## src/hdl/csvd_pkg.sv

```systemverilog
// Package for the colour-space read Viterbi decoder.
// Holds shared types, constants and a tie-break function; no dependencies.
package csvd_pkg;

  localparam int NucW = 2;
  localparam logic [2:0] ColorUnknown = 3'd4;
  localparam logic [7:0] SnpPenaltyReset = 8'd30;

  typedef logic [NucW-1:0] nuc_t;

  // Lowest set bit of a four-bit tie mask, lowest index on ties.
  function automatic nuc_t lowest_bit(input logic [3:0] m);
    nuc_t r;
    r = 2'd0;
    if (m[0]) r = 2'd0;
    else if (m[1]) r = 2'd1;
    else if (m[2]) r = 2'd2;
    else if (m[3]) r = 2'd3;
    return r;
  endfunction

endpackage

```

## src/hdl/csvd_acs.sv

```systemverilog
// Add-compare-select unit for one target state of the decoder.
// Depends on csvd_pkg.
module csvd_acs #(
  parameter int SW = 24
) (
  input  logic [SW-1:0] ps0,
  input  logic [SW-1:0] ps1,
  input  logic [SW-1:0] ps2,
  input  logic [SW-1:0] ps3,
  input  logic [1:0]    to,
  input  logic [2:0]    color,
  input  logic [7:0]    qual,
  input  logic          ref_bit,
  input  logic [7:0]    snp_penalty,
  output logic [SW-1:0] score,
  output logic [3:0]    tie
);
  import csvd_pkg::*;

  localparam logic [SW:0] SatMax = {1'b0, {SW{1'b1}}};

  logic [SW-1:0] ps [4];
  logic [SW-1:0] c [4];
  logic [SW-1:0] best;
  logic [SW:0]   sum;
  logic          known;

  always_comb begin
    ps[0] = ps0; ps[1] = ps1; ps[2] = ps2; ps[3] = ps3;
    known = (color < ColorUnknown);
    for (int j = 0; j < 4; j++) begin
      if (known && (2'(j) == (to ^ color[1:0]))) c[j] = ps[j];
      else begin
        sum = {1'b0, ps[j]} + (SW+1)'(qual);
        c[j] = (sum > SatMax) ? SatMax[SW-1:0] : sum[SW-1:0];
      end
    end
    best = c[0];
    tie = 4'b0001;
    for (int j = 1; j < 4; j++) begin
      if (c[j] < best) begin
        best = c[j];
        tie = 4'(1 << j);
      end else if (c[j] == best) tie[j] = 1'b1;
    end
    sum = {1'b0, best} + (ref_bit ? '0 : (SW+1)'(snp_penalty));
    score = (sum > SatMax) ? SatMax[SW-1:0] : sum[SW-1:0];
  end
endmodule

```

## src/hdl/colorspace_read_viterbi_decoder_top.sv

```systemverilog
// Colour-space read Viterbi decoder, top level.
// Forward step: one shared add-compare-select unit serves one state a cycle; an item passes
// through the accepting state, four state updates and the path memory write (the first item
// of a read goes straight to the write). After the last item a step picks the best final state;
// traceback reads one stored mask per position and emits one base each, stalling until the prior
// output is taken. Reset is synchronous, active low; clears scores, count, overflow, penalty 30.
module colorspace_read_viterbi_decoder_top #(
  parameter int MAX_POSITIONS = 64,
  parameter int SCORE_WIDTH = 24
) (
  input  logic        clk,
  input  logic        rst_n,
  input  logic        cfg_valid,
  output logic        cfg_ready,
  input  logic [7:0]  cfg_data,
  input  logic        in_tvalid,
  output logic        in_tready,
  input  logic [15:0] in_tdata,   // ref_mask[3:0], color[6:4], qual[14:7]
  input  logic        in_tlast,
  output logic        out_tvalid,
  input  logic        out_tready,
  output logic [55:0] out_tdata,  // nucleotide, position, ref_mismatch, has_color,
                                  // color_mismatch, decoded_color, best_score,
                                  // snp_count, color_mismatch_count, overflow
  output logic        out_tlast
);
  import csvd_pkg::*;

  localparam int AW = (MAX_POSITIONS > 1) ? $clog2(MAX_POSITIONS) : 1;
  localparam int CW = $clog2(MAX_POSITIONS + 1);
  localparam logic [SCORE_WIDTH:0] SatMax = {1'b0, {SCORE_WIDTH{1'b1}}};

  typedef enum logic [2:0] {S_IDLE, S_FWD, S_WRITE, S_BEST, S_READ, S_EMIT} state_t;

  state_t state_r;
  logic [7:0] snp_r;
  logic [SCORE_WIDTH-1:0] ps_r [4];
  logic [SCORE_WIDTH-1:0] nx_r [4];
  logic [15:0] tie_r;
  logic [CW-1:0] cnt_r;
  logic ovf_r;
  logic [3:0] ref_r;
  logic [2:0] col_r;
  logic [7:0] q_r;
  logic last_r;
  logic [1:0] st_r;

  logic [15:0] bt_mem [MAX_POSITIONS];
  logic [3:0]  rm_mem [MAX_POSITIONS];
  logic [2:0]  cl_mem [MAX_POSITIONS];
  logic [15:0] bt_q_r;
  logic [3:0]  rm_q_r;
  logic [2:0]  cl_q_r;

  // Traceback state
  logic [CW-1:0] idx_r;
  nuc_t to_r, next_r;
  logic [2:0] ncol_r;
  logic [SCORE_WIDTH-1:0] best_r;
  logic [6:0] snps_r;
  logic [5:0] cmms_r;
  logic [55:0] od_r;
  logic ol_r, ov_r;

  logic [SCORE_WIDTH-1:0] acs_score;
  logic [3:0] acs_tie;
  logic [SCORE_WIDTH:0] s0;

  csvd_acs #(.SW(SCORE_WIDTH)) u_acs (
    .ps0(ps_r[0]), .ps1(ps_r[1]), .ps2(ps_r[2]), .ps3(ps_r[3]),
    .to(st_r), .color(col_r), .qual(q_r), .ref_bit(ref_r[st_r]),
    .snp_penalty(snp_r), .score(acs_score), .tie(acs_tie)
  );

  assign s0 = (SCORE_WIDTH+1)'(snp_r);
  assign cfg_ready = (state_r == S_IDLE);
  assign in_tready = (state_r == S_IDLE);
  assign out_tvalid = ov_r;
  assign out_tdata = od_r;
  assign out_tlast = ol_r;

  logic [AW-1:0] widx;
  assign widx = cnt_r[AW-1:0];

  always_ff @(posedge clk) begin
    if (state_r == S_WRITE && cnt_r < CW'(MAX_POSITIONS)) begin
      bt_mem[widx] <= (cnt_r == '0) ? 16'hFFFF : tie_r;
      rm_mem[widx] <= ref_r;
      cl_mem[widx] <= col_r;
    end
    bt_q_r <= bt_mem[idx_r[AW-1:0]];
    rm_q_r <= rm_mem[idx_r[AW-1:0]];
    cl_q_r <= cl_mem[AW'(idx_r + 1'b1)];
  end

  logic rm, cm, hc;
  logic [1:0] dc;
  always_comb begin
    rm = ~rm_q_r[to_r];
    hc = (idx_r + 1'b1) < cnt_r;
    dc = hc ? (to_r ^ next_r) : 2'd0;
    cm = hc && ((cl_q_r >= ColorUnknown) || (cl_q_r[1:0] != dc));
  end

  always_ff @(posedge clk) begin
    if (!rst_n) begin
      state_r <= S_IDLE;
      snp_r <= SnpPenaltyReset;
      for (int s = 0; s < 4; s++) ps_r[s] <= '0;
      cnt_r <= '0;
      ovf_r <= 1'b0;
      ov_r <= 1'b0;
    end else begin
      if (ov_r && out_tready) ov_r <= 1'b0;
      unique case (state_r)
        S_IDLE: begin
          if (cfg_valid) snp_r <= cfg_data;
          if (in_tvalid) begin
            ref_r <= in_tdata[3:0];
            col_r <= in_tdata[6:4];
            q_r <= in_tdata[14:7];
            last_r <= in_tlast;
            st_r <= 2'd0;
            if (cnt_r < CW'(MAX_POSITIONS)) state_r <= (cnt_r == '0) ? S_WRITE : S_FWD;
            else begin
              ovf_r <= 1'b1;
              state_r <= in_tlast ? S_BEST : S_IDLE;
            end
          end
        end
        S_FWD: begin
          nx_r[st_r] <= acs_score;
          tie_r[4*st_r +: 4] <= acs_tie;
          st_r <= st_r + 2'd1;
          if (st_r == 2'd3) state_r <= S_WRITE;
        end
        S_WRITE: begin
          for (int s = 0; s < 4; s++) begin
            if (cnt_r == '0)
              ps_r[s] <= ref_r[s] ? '0 : ((s0 > SatMax) ? SatMax[SCORE_WIDTH-1:0]
                                                       : s0[SCORE_WIDTH-1:0]);
            else ps_r[s] <= nx_r[s];
          end
          cnt_r <= cnt_r + 1'b1;
          state_r <= last_r ? S_BEST : S_IDLE;
        end
        S_BEST: begin
          begin : pick
            logic [1:0] b;
            b = 2'd0;
            for (int s = 1; s < 4; s++) if (ps_r[s] < ps_r[b]) b = 2'(s);
            to_r <= b;
            best_r <= ps_r[b];
          end
          idx_r <= cnt_r - 1'b1;
          snps_r <= '0;
          cmms_r <= '0;
          next_r <= '0;
          state_r <= S_READ;
        end
        S_READ: begin
          if (!ov_r || out_tready) state_r <= S_EMIT;
        end
        S_EMIT: begin
          begin : emit
            logic [6:0] ns;
            logic [5:0] nc;
            ns = (rm && snps_r != 7'd127) ? snps_r + 7'd1 : snps_r;
            nc = (cm && cmms_r != 6'd63) ? cmms_r + 6'd1 : cmms_r;
            snps_r <= ns;
            cmms_r <= nc;
            od_r <= {5'd0, ovf_r, nc, ns, 24'(best_r), dc, cm, hc, rm,
                     6'(idx_r), to_r};
            ol_r <= (idx_r == '0);
            ov_r <= 1'b1;
            next_r <= to_r;
            to_r <= lowest_bit(bt_q_r[4*to_r +: 4]);
            if (idx_r == '0) begin
              for (int s = 0; s < 4; s++) ps_r[s] <= '0;
              cnt_r <= '0;
              ovf_r <= 1'b0;
              state_r <= S_IDLE;
            end else begin
              idx_r <= idx_r - 1'b1;
              state_r <= S_READ;
            end
          end
        end
        default: state_r <= S_IDLE;
      endcase
    end
  end
endmodule
```

## config.mk

```make
export PLATFORM = sky130hd
export DESIGN_NAME = colorspace_read_viterbi_decoder_top
export DESIGN_NICKNAME = d
export VERILOG_FILES = /design/src/hdl/csvd_pkg.sv /design/src/hdl/csvd_acs.sv /design/src/hdl/colorspace_read_viterbi_decoder_top.sv
export SDC_FILE = /design/constraint.sdc
export NUM_CORES = 2
export LEC_CHECK = 0
export BUFFER_PORTS_ARGS = -buffer_cell sky130_fd_sc_hd__buf_2
export CAP_MARGIN = 25
export CELL_PAD_IN_SITES_DETAIL_PLACEMENT = 0
export CELL_PAD_IN_SITES_GLOBAL_PLACEMENT = 1
export CORE_AREA = 2 2 382 384
export DETAILED_ROUTE_END_ITERATION = 8
export DIE_AREA = 0 0 384 386
export HOLD_SLACK_MARGIN = 0.12
export PLACE_DENSITY = 0.9
export SYNTH_ARGS = -nofsm -noshare
export SYNTH_HDL_FRONTEND = slang
export SYNTH_SLANG_ARGS = --single-unit
export TNS_END_PERCENT = 20
```

## constraint.sdc

```tcl
create_clock -name clk -period 15 [get_ports clk]
set_input_delay 3 -clock clk [delete_from_list [all_inputs] [get_ports clk]]
set_output_delay 3 -clock clk [all_outputs]
set_load 0.02 [all_outputs]
```

# Word level (Yosys, flattened, before mapping)
# Memory sizes are Yosys's and may differ from the RTL's. A register that Yosys moved wholly into a read port is not among the register bits.
# Index checks and enable logic that the tools add are counted.
[word_totals]
register_bits = 130
mem_bits_rw = 1664
in_bits = 30
out_inout_bits = 60
memories = 5
[classes]
addsub = 13
magnitude_cmp = 18
n_eq_ne = 21
n_shift = 3
muxes = 104
bitwise = 15
reduce_logical = 32
[mem_list]
columns = ["name", "depth", "word_bits", "read_ports", "rd_ports_with_merged_regs", "write_ports", "line", "text"]
rows = [
  ["bt_mem", 64, 16, 1, 1, 1, "colorspace_read_viterbi_decoder_top.sv:48", "logic [15:0] bt_mem [MAX_POSITIONS];"],
  ["rm_mem", 64, 4, 1, 1, 1, "colorspace_read_viterbi_decoder_top.sv:49", "logic [3:0] rm_mem [MAX_POSITIONS];"],
  ["cl_mem", 64, 3, 1, 1, 1, "colorspace_read_viterbi_decoder_top.sv:50", "logic [2:0] cl_mem [MAX_POSITIONS];"],
  ["nx_r", 4, 24, 4, 0, 1, "colorspace_read_viterbi_decoder_top.sv:38", "logic [SCORE_WIDTH-1:0] nx_r [4];"],
  ["ps_r", 4, 24, 7, 1, 4, "colorspace_read_viterbi_decoder_top.sv:37", "logic [SCORE_WIDTH-1:0] ps_r [4];"],
]
[ops]
columns = ["operator", "count"]
rows = [
  ["$mux 24", 29],
  ["$lt 24x24->1", 6],
  ["$gt 25x24->1 const B", 5],
  ["$add 24x8->25", 4],
  ["$eq 24x24->1", 3],
  ["$pmux 7 s2", 3],
  ["$mux 2", 19],
  ["$neg 4->34", 1],
  ["$shift 4x34->16 const A", 1],
  ["$shiftx 4x34->16", 1],
  ["$mux 1", 33],
  ["$add 24x25->25", 1],
  ["$gt 8x24->1 const B", 1],
  ["$add 7x1->7 const B", 3],
  ["$mux 7", 3],
  ["$pmux 3 s6", 1],
  ["$bwmux 16", 1],
  ["$mux 16", 1],
  ["$shiftx 16x5->4", 1],
  ["$mux 3", 5],
  ["$logic_not 7->1", 2],
  ["$sub 7x1->7 const B", 2],
  ["$or 1x1->1", 12],
  ["$pmux 2 s2", 3],
  ["other kinds (34)", 65],
]

# Depth between registers and ports, before layout
# An unclocked memory read counts as a cell.
[logic_depth]
word_depth = 16
depth_mapped = 59

# Hierarchy
# From an unflattened synthesis, not the netlist that was laid out.
[hier_totals]
cells_unflattened = 4443
area_unflattened_um2 = 79143.4
[modules_own_cells]
columns = ["module", "n_inst", "cells_each", "area_per_inst_um2", "seq_area_each_um2"]
rows = [
  ["colorspace_read_viterbi_decoder_top", 1, 3417, 72017.8, 54372.1],
  ["csvd_acs", 1, 1026, 7125.6, 0.0],
]

# Worst setup path after synthesis
# Ideal clock, no wire load.
[synth_path]
path_type = "register to register"
start = "register col_r[0]"
end = "memory nx_r[0][23], data pin"
setup_time_ns = 0.273
t_arrival_ns = 12.492
setup_slack_ns = 2.235
stages_incl_launch_ff = 54
n_path_buf = 11
cell_sequence = "edfxtp_1 > xor2_2 > nand3_1 > clkbuf_1 > nand2_1 > nor4_1 > and3_1 > nand3_1 > o21ai_0 > inv_1 > ha_1 > nor4_1 > o211ai_1 > a31oi_1 > nand2_1 > a21o_1 > clkbuf_1 > a21oi_1 > [18 not listed] > clkbuf_1 > clkbuf_1 > clkbuf_1 > clkbuf_1 > o21ai_0 > fa_1 > a21oi_1 > nor2_1 > nor2_1 > o21bai_1 > a21oi_1 > o21bai_1 > a21oi_1 > nand4b_1 > or2_2 > clkbuf_1 > o21ai_0 > mux2_1"
[synth_between]
elab_chain_cells = 13
word_cells_on_any_way = 23
[synth_lines]
columns = ["item", "line", "text"]
rows = [
  ["start: declaration", "colorspace_read_viterbi_decoder_top.sv:43", "logic [2:0] col_r;"],
  ["start signal: assignment", "colorspace_read_viterbi_decoder_top.sv:120", "col_r <= in_tdata[6:4];"],
  ["branches (longest 9 deep; another with $lt 24x24->1)", "n/a", ""],
  ["$mux 24 (*)", "csvd_acs.sv:41", "if (c[j] < best) begin"],
  ["$add 24x25->25 (*)", "csvd_acs.sv:46", "sum = {1'b0, best} + (ref_bit ? '0 : (SW+1)'(snp_penalty));"],
  ["$gt 25x24->1", "csvd_acs.sv:47", "score = (sum > SatMax) ? SatMax[SW-1:0] : sum[SW-1:0];"],
  ["$mux 24 (*)", "csvd_acs.sv:47", ""],
  ["net acs_score[23]", "colorspace_read_viterbi_decoder_top.sv:65", "logic [SCORE_WIDTH-1:0] acs_score;"],
  ["end: declaration", "colorspace_read_viterbi_decoder_top.sv:38", ""],
]
# Mark *: on every way through the listed nets, which the timed path passes.

# Worst setup path in the final report
[layout_path]
start = "register q_r[1]"
end = "memory nx_r[2][19], data pin"
[layout_between]
elab_chain_cells = 13
word_cells_on_any_way = 25
[layout_lines]
columns = ["item", "line", "text"]
rows = [
  ["start: declaration", "colorspace_read_viterbi_decoder_top.sv:44", "logic [7:0] q_r;"],
  ["start signal: assignment", "colorspace_read_viterbi_decoder_top.sv:121", "q_r <= in_tdata[14:7];"],
  ["$add 24x8->25", "csvd_acs.sv:34", "sum = {1'b0, ps[j]} + (SW+1)'(qual);"],
  ["$gt 25x24->1", "csvd_acs.sv:35", "c[j] = (sum > SatMax) ? SatMax[SW-1:0] : sum[SW-1:0];"],
  ["$mux 24", "csvd_acs.sv:35", ""],
  ["$mux 24", "csvd_acs.sv:32", "if (known && (2'(j) == (to ^ color[1:0]))) c[j] = ps[j];"],
  ["$lt 24x24->1", "csvd_acs.sv:41", ""],
  ["$mux 24", "csvd_acs.sv:41", ""],
  ["$lt 24x24->1", "csvd_acs.sv:41", ""],
  ["$mux 24", "csvd_acs.sv:41", ""],
  ["$lt 24x24->1", "csvd_acs.sv:41", ""],
  ["$mux 24 (*)", "csvd_acs.sv:41", ""],
  ["$add 24x25->25 (*)", "csvd_acs.sv:46", ""],
  ["$gt 25x24->1", "csvd_acs.sv:47", ""],
  ["$mux 24 (*)", "csvd_acs.sv:47", ""],
  ["net acs_score[19]", "colorspace_read_viterbi_decoder_top.sv:65", ""],
]
# The timed path passes the listed nets; every way through them passes the cells marked *.

==> flow_summary.ini <==
[outcome]
outcome = finished, final reports clean

[power_and_ir_drop]
seqPwrFrac_pct = 45.5
p_comb_share_pct = 21.3
ir_drop_mv = 0.1180
total_power_w = 0.01373
p_leak_nw = 28.95
switching_share_pct = 30.03
pwr-share-clk_pct = 33.2
power_switching_w = 0.004124
internal-power_w = 0.009610
powerDensity_nw_per_um2 = 156.1

[synthesis]
seq_area_frac_synth_pct = 69.17
synthArstFlopShare_pct = 0
ys_types = 84
syn_inst = 4426
synth_edf_count = 1750
synth-seq-cells = 1841
synth_flop_cell = edfxtp_1
avgSynthCellArea_um2 = 17.76
synth_area_um2 = 78610
synth_warnings = 0

[cts]
clkSinkCount = 1841
cts-buffers-inserted = 175
cts_buffer_depth = 3
cts_tree = built
clk_latency_ns = 0.85
h-tree-depth = 4
cts_setup_buffers = 0
cts_root_buffer = clkbuf_16
ctsResizeCount = 0
clkTransAtPathRegs_ns = 0.06
holdBufCountCts = 0

[cells_and_area]
fin_cells = 6704
fillers = 9619
final_cell_area_um2 = 87960
syn_to_final_growth_pct = 11.90
drive_gt1_share_pct = 22.87
multiInputGateArea_um2 = 23210
regArea_um2 = 54370
final_nets = 4869

[floorplan]
rows = 140
io_pins = 90
die_x_um = 384
die_y_um = 386
coreArea_um2 = 144500
start_util_pct = 54.39
die-area_um2 = 148200

[placement]
dpl.hpwl_um = 124500
port_buffers = 83
placed_cell_area_um2 = 82030
gp_congestion = 0.9157
placed_cells = 6373

[worst_setup_path]
critPathCaptureType = flop
max_stage_delay_ns = 0.68
critPathLaunchType = flop
worst_path_max_delay_cell = edfxtp_1
critPathMostFrequentCell = nor2_1
path_max_fanout = 30
cp.required_ns = 15.40
arrival_ns = 13.52
path_class = flop to flop

[drt]
drtPass1Iterations = 6
vias = 45090
routed_wl_um = 219600
antenna_left = 0
drt_iter0_markers = 6777
wl_per_cell_um = 32.76
drc_errors = 0
viasPerCell = 6.726

[global_route]
grt_pass1_vias = 44420
antenna_found_initial = 20
grt_first_pass_wirelength_um = 314200
grt_overflow = 0
grt_max_degree = 155
track_usage_pct = 29.73

[sta]
rsz0062_at_grt = false
fin_crit_sh_pct = 87.46
clock_skew_ns = 0.07069
min_period_ns = 13.12
finalSetupViolations = 0
final_max_slew_viol_count = 0
timing.max_slew.rel_slack_pct = 22.89
worstMarginPinSlew_ns = 1.157
max_clock_freq_mhz = 76.23
hold_viol_final = 0
setup_tns_ns = 0

[worst_hold_path]
hold_path_class = flop to flop

[job]
max-cap-violations = 0
## cell usage after synthesis, types with 8 or more instances
library cell,count,area (µm²)
mux2i_1,98,980.9
xnor2_1,55,481.7
a22oi_1,30,225.2
nor3_1,42,210.2
nand2b_1,40,250.2
o211ai_1,9,67.56
or3_1,15,93.84
dfxtp_1,91,1822
o22a_1,10,87.58
o21a_1,23,172.7
nor2_1,248,930.9
a21boi_0,11,82.58
inv_1,139,521.8
or2_2,9,56.30
a21o_1,35,262.8
xor2_1,30,262.8
and4_1,9,78.83
and3_1,27,168.9
nand4_1,44,275.3
edfxtp_1,1750,52550
nand3_1,74,370.4
nor2b_1,34,212.7
o21ai_0,113,565.5
mux4_2,486,10950
o21bai_1,11,82.58
o22ai_1,17,106.4
a211oi_1,20,150.1
nor3b_1,27,202.7
ha_1,197,2465
buf_1,50,187.7
a21oi_1,150,750.7
nor4_1,17,106.4
a31oi_1,22,137.6
and2_1,64,400.4
mux2_2,13,146.4
clkbuf_1,135,506.7
nand2_1,182,683.2
o31a_1,8,70.07
## logic make-up after synthesis
kind of cell	Yosys count	synth area share [%]
XOR/XNOR	86	0.9678
flip-flops	1841	69.17
AO/OA/AOI/OAI	503	4.037
AND/OR/NAND/NOR	858	5.503
buffers and inverters	335	1.659
other	1	0.004771
multiplexers	598	15.37
adder cells (fa/ha/maj)	204	3.288
## sequential cells by signal, summed over array words and instances (netlist names), 4 cells and up
register and count:
snp_r 8, ref_r 4, bt_mem 1024, snps_r 7, out_tdata 51, rm_q_r 4
q_r 8, rm_mem 256, idx_r 7, best_r 24, tie_r 16, nx_r 96
bt_q_r 16, cmms_r 6, cl_mem 192, cnt_r 7, ps_r 96
## worst paths after layout
path,endpoint,cells past startpoint,start,slack [ns]
max,nx_r[2][19]$_DFFE_PP_,47,q_r[1]$_DFFE_PP_,1.88
min,out_tdata[35]$_DFFE_PP_,0,best_r[22]$_DFFE_PP_,0.42
max reg2reg,nx_r[2][19]$_DFFE_PP_,47,q_r[1]$_DFFE_PP_,1.88
min reg2reg,out_tdata[35]$_DFFE_PP_,0,best_r[22]$_DFFE_PP_,0.42
## power by group through the flow
stage               Sequential [W]  Clock [W]  Combinational (W)
global route               0.00625    0.00474            0.00319
finish                     0.00624    0.00456            0.00293
CTS                        0.00624    0.00458            0.00288
detailed placement         0.00635          0            0.00284
floorplan                  0.00630          0            0.00192
global placement           0.00634          0            0.00274
## cell type report
class / instances / share of cell area [%]
inverters: 140 / 0.5974
repair buffers: 225 / 1.806
multi-input cells: 2254 / 26.39
clock inverters: 91 / 1.358
flip-flops and latches: 1841 / 61.81
diodes: 8 / 0.02276
clock buffers: 228 / 5.284
well taps: 1917 / 2.727
## critical path, delay by kind of cell (launching register included)
family,cells,cell delay (ns)
flip-flops,1,0.68
buffers and inverters,5,1.08
multiplexers,2,0.84
adder cells (fa/ha/maj),6,2.07
AO/OA/AOI/OAI,13,3.57
AND/OR/NAND/NOR,21,4.39
## per-stage QoR
stage | hold slack [ns] | setup slack [ns] | util, %
6_report | 0.4161 | 1.881 | 60.87
5_1_grt | 0.4198 | 0.9134 | 60.86
4_1_cts | 0.4178 | 1.551 | 60.81
3_5_place_dp | 0.4056 | 1.588 | 56.77
3_3_place_gp | 0.4015 | 1.738 | 56.71
2_1_floorplan | 0.4003 | 2.235 | -
## cells in the final DEF, fill, tap and decap left out, types with 18 or more instances in the layout
cell	instances
dfxtp_1	91
ha_1	196
mux2i_1	98
clkbuf_1	46
edfxtp_1	1750
and3_1	26
nor3_1	42
nor3b_1	26
a21oi_1	150
nor2_1	184
a21o_1	35
inv_1	139
clkinv_1	24
o21a_1	23
a211oi_1	20
clkinv_2	21
mux4_2	486
o21ai_0	113
a31oi_1	22
nand2b_1	24
xor2_1	28
and2_1	63
nand3_1	74
clkbuf_16	175
nor2_2	64
buf_4	133
bufinv_16	18
buf_2	85
nand2_1	182
nand4_1	44
xnor2_1	55
a22oi_1	30
nor2b_1	34
## routing by layer
metal  wire length, µm  GRT usage (%)
met1             78100          39.89
met5                69              0
met3             28040          7.639
met2            103700          46.69
met4              9681          12.28
(Power assumes the default switching activity.)
